## src/rtl/core/wss_ram.sv

```systemverilog
// Generic single-write, single-read RAM with registered read data.
// No dependencies.
module wss_ram #(
  parameter int WIDTH = 8,
  parameter int DEPTH = 16,
  parameter int AW    = (DEPTH > 1) ? $clog2(DEPTH) : 1
) (
  input  logic             clk_i,
  input  logic             wr_en_i,
  input  logic [AW-1:0]    wr_addr_i,
  input  logic [WIDTH-1:0] wr_data_i,
  input  logic [AW-1:0]    rd_addr_i,
  output logic [WIDTH-1:0] rd_data_o
);

  logic [WIDTH-1:0] mem_q [DEPTH];
  logic [WIDTH-1:0] rd_data_q;

  // Write port
  always_ff @(posedge clk_i) begin
    if (wr_en_i) begin
      mem_q[wr_addr_i] <= wr_data_i;
    end
  end

  // Registered read port
  always_ff @(posedge clk_i) begin
    rd_data_q <= mem_q[rd_addr_i];
  end

  assign rd_data_o = rd_data_q;

endmodule

```

## config.mk

```make
export PLATFORM = sky130hd
export DESIGN_NAME = wss_ram
export DESIGN_NICKNAME = d
export VERILOG_FILES = /design/src/rtl/core/wss_ram.sv
export SDC_FILE = /design/constraint.sdc
export NUM_CORES = 1
export LEC_CHECK = 0
export BUFFER_PORTS_ARGS = -buffer_cell sky130_fd_sc_hd__buf_2
export CAP_MARGIN = 40
export CORE_MARGIN = 5
export CORE_UTILIZATION = 25
export CTS_BUF_LIST = sky130_fd_sc_hd__clkbuf_4 sky130_fd_sc_hd__clkbuf_8
export CTS_CLUSTER_DIAMETER = 200
export DETAILED_ROUTE_END_ITERATION = 12
export GPL_ROUTABILITY_DRIVEN = 0
export GPL_TIMING_DRIVEN = 1
export HOLD_SLACK_MARGIN = 0.15
export SYNTH_ARGS = -nofsm -noshare
export SYNTH_HDL_FRONTEND = slang
export SYNTH_SLANG_ARGS = --single-unit
```

## constraint.sdc

```tcl
create_clock -name clk_i -period 3.75 [get_ports clk_i]
set_input_delay 0.5625 -clock clk_i [delete_from_list [all_inputs] [get_ports clk_i]]
set_output_delay 0.5625 -clock clk_i [all_outputs]
set_load 0.01 [all_outputs]
```

==> results.yml <==
sta:
  clock.fmax_mhz: 562
  setup_viol: 0
  hold_viol_final: 0
  slew_headroom: 0.455
  finalCritPeriodShare: 0.475
  fin_crit_ns: 1.78
  final.setup.tns_ns: 0
  rsz0062_at_grt: "false"
  fin_skew_ns: 0.0104
  slew_viol_final: 0
  worstMarginPinSlew_ns: 0.814
cts:
  ctsRootBufferMaster: "clkbuf_8"
  cts_tree: "done"
  cts_resized: 0
  numCtsBuffers: 17
  clk_path_buf_depth: 2
  cts_hold_buffers: 0
  clkTransAtPathRegs_ns: 0.08
  cts_setup_buffers: 0
  h-tree-depth: 4
  clkSinkCount: 136
  clk_latency_ns: 0.44
yosys:
  yosys-top-cells-area: "edfxtp_1 (75%), mux4_2 (7.9%), mux4_1 (7.1%)"
  syn_nets: 247
  yosysSeqAreaShare: 0.778
  ys_top_cells_by_count: "edfxtp_1 (128), mux4_2 (18), a22oi_1 (16), mux4_1 (14), nor2_1 (13)"
  synth_edf_count: 128
  netlist_area_sq_mm: 0.00515
  ys_ff_latch: 136
  yosysMostFrequentCell: "edfxtp_1"
  yosysUniqueCellTypes: 19
  syn-instance-count: 229
  synth_area_leader_cell: "edfxtp_1"
  synth_top_flop_cell: "edfxtp_1"
  syn_area_per_cell_sq_um: 22.5
  yosysWarnings: 0
  synth_top_area_share: 0.747
  async_flop_share: 0
routing:
  wirelength_um: 11000
  drcViolationCount: 0
  viasPerCell: 4.36
  first_pass_iters: 4
  vias: 2462
  final_antenna_net_count: 0
  avgRoutedWirePerCell_um: 19.4
  dr.first_iter.drc_count: 221
grt:
  grt_pass1_wl_um: 16600
  use_met3: 0.0357
  grt_pass1_vias: 2612
  grt_max_degree: 33
  track_usage: 0.0981
  top_usage_layer: "met2"
  grt_util_met1: 0.135
  met2_usage: 0.144
  overflow: 0
  grt_antenna_before_repair: 1
setup_path:
  path_max_fanout: 19
  crit_type: "input port to register"
  worst_setup_path_end_kind: "register"
  cp_slowest_cell: "mux4_1"
  r2r_setup_slack_ns: 2.34
  crit_path_cell_trace: "buf_2, buf_12, buf_4, mux4_1, a22oi_1, nand2_1"
  start_kind: "input port"
  critPathArrivalTime_ns: 2.11
  worst_ep_required_time_ns: 4.07
  critPathMaxStageDelay_ns: 0.54
  path_buf_inv: 3
  critical-path-top-delay-family: "buffers and inverters"
floorplanning:
  die_w_um: 153
  dieArea_sq_mm: 0.0236
  core_sq_mm: 0.0202
  rows: 52
  start_util: 0.254
  die_h_um: 153
  io_pins: 26
power:
  switching_share: 0.215
  combPwrFrac: 0.051
  ir_drop_mv: 0.279
  p_leak_nw: 2.02
  cellPowerDensity_mw_per_mm2: 520
  seqPwrFrac: 0.536
  internal_power_w: 0.00250
  power.switching_w: 0.000688
  clockPowerShare: 0.414
layout:
  num_antenna_cells: 0
  final_util: 0.303
  final-seq-area_sq_mm: 0.00400
  fillCellCount: 1948
  nets: 300
  layout-drive-gt1-share: 0.322
  multiInputGateArea_sq_mm: 0.00106
  area_delta_synth_final_pct: 19.3
worst_hold_path:
  hold_path.class: "input port to register"
placement:
  dp_hpwl_um: 7370
  port_buffers: 25
run_status:
  status: "completed"
run:
  maxCapViolCount: 0
layout by cell type, fill, tap and decap left out, types with 2 or more instances in the layout:
cell type,n
clkinv_4,5
mux4_1,14
inv_6,5
edfxtp_1,128
dfxtp_1,8
buf_6,3
mux4_2,18
a22oi_1,16
nor2_1,13
nor3_1,4
bufinv_16,4
nand2_1,9
buf_4,15
nand2b_1,2
buf_2,25
nand3b_1,2
clkbuf_8,17
kinds of logic after synthesis:
family | after synthesis | synth area share
AND/OR/NAND/NOR | 35 | 0.0318
buffers and inverters | 10 | 0.0168
flip-flops | 136 | 0.778
multiplexers | 32 | 0.150
AO/OA/AOI/OAI | 16 | 0.0233
worst reg2reg max path: stages, from the launching register on:
cell and delay (ns):
edfxtp_1 0.37, mux4_2 0.47, a22oi_1 0.34, nand2_1 0.11
registers in the layout, indices dropped and copies added (netlist names):
signal     cells
mem_q        128
rd_data_o      8
power groups by stage:
stage	registers, W	logic, W	clock network [W]
2_1_floorplan	0.00174	0.0000863	0
3_3_place_gp	0.00175	0.000151	0
3_5_place_dp	0.00175	0.000164	0
4_1_cts	0.00171	0.000164	0.00135
5_1_grt	0.00171	0.000175	0.00144
6_report	0.00171	0.000161	0.00132
layout make-up:
| type | count | share of cell area |
|---|---|---|
| sequential | 136 | 0.652 |
| multi-input combinational | 83 | 0.172 |
| tap | 270 | 0.0550 |
| timing repair buffer | 44 | 0.0475 |
| clock buffer | 17 | 0.0381 |
| clock inverter | 15 | 0.0351 |
final timing paths:
kind,from,end,depth (start not counted)
worst max-delay path,rd_addr_i[0],rd_data_o[2]$_DFF_P_,6
worst min-delay path,wr_data_i[1],mem_q[14][1]$_DFFE_PP_,1
worst max register to register,mem_q[2][4]$_DFFE_PP_,rd_data_o[4]$_DFF_P_,3
worst min register to register,mem_q[13][0]$_DFFE_PP_,rd_data_o[0]$_DFF_P_,3
routing by layer:
| layer | part of all wire | wire (um) |
|---|---|---|
| met2 | 0.47 | 5130 |
| met4 | 0.0098 | 108 |
| met1 | 0.48 | 5240 |
| met3 | 0.046 | 508 |
| met5 | 0 | 0 |
through the flow:
step                      instance area [sq um]  hold WS (ns)  power (W)  cells  setup WS [ns]
after floorplan                            5150         0.629    0.00183    229           1.69
after global placement                     5570         0.663    0.00190    520           1.25
after detailed placement                   5690         0.673    0.00191    533           1.49
final                                      6140         0.492    0.00319    565           1.97
after CTS                                  6140         0.453    0.00323    565           1.99
after global routing                       6140         0.455    0.00333    565           1.94
No activity file was read; power rests on OpenSTA's default activity.
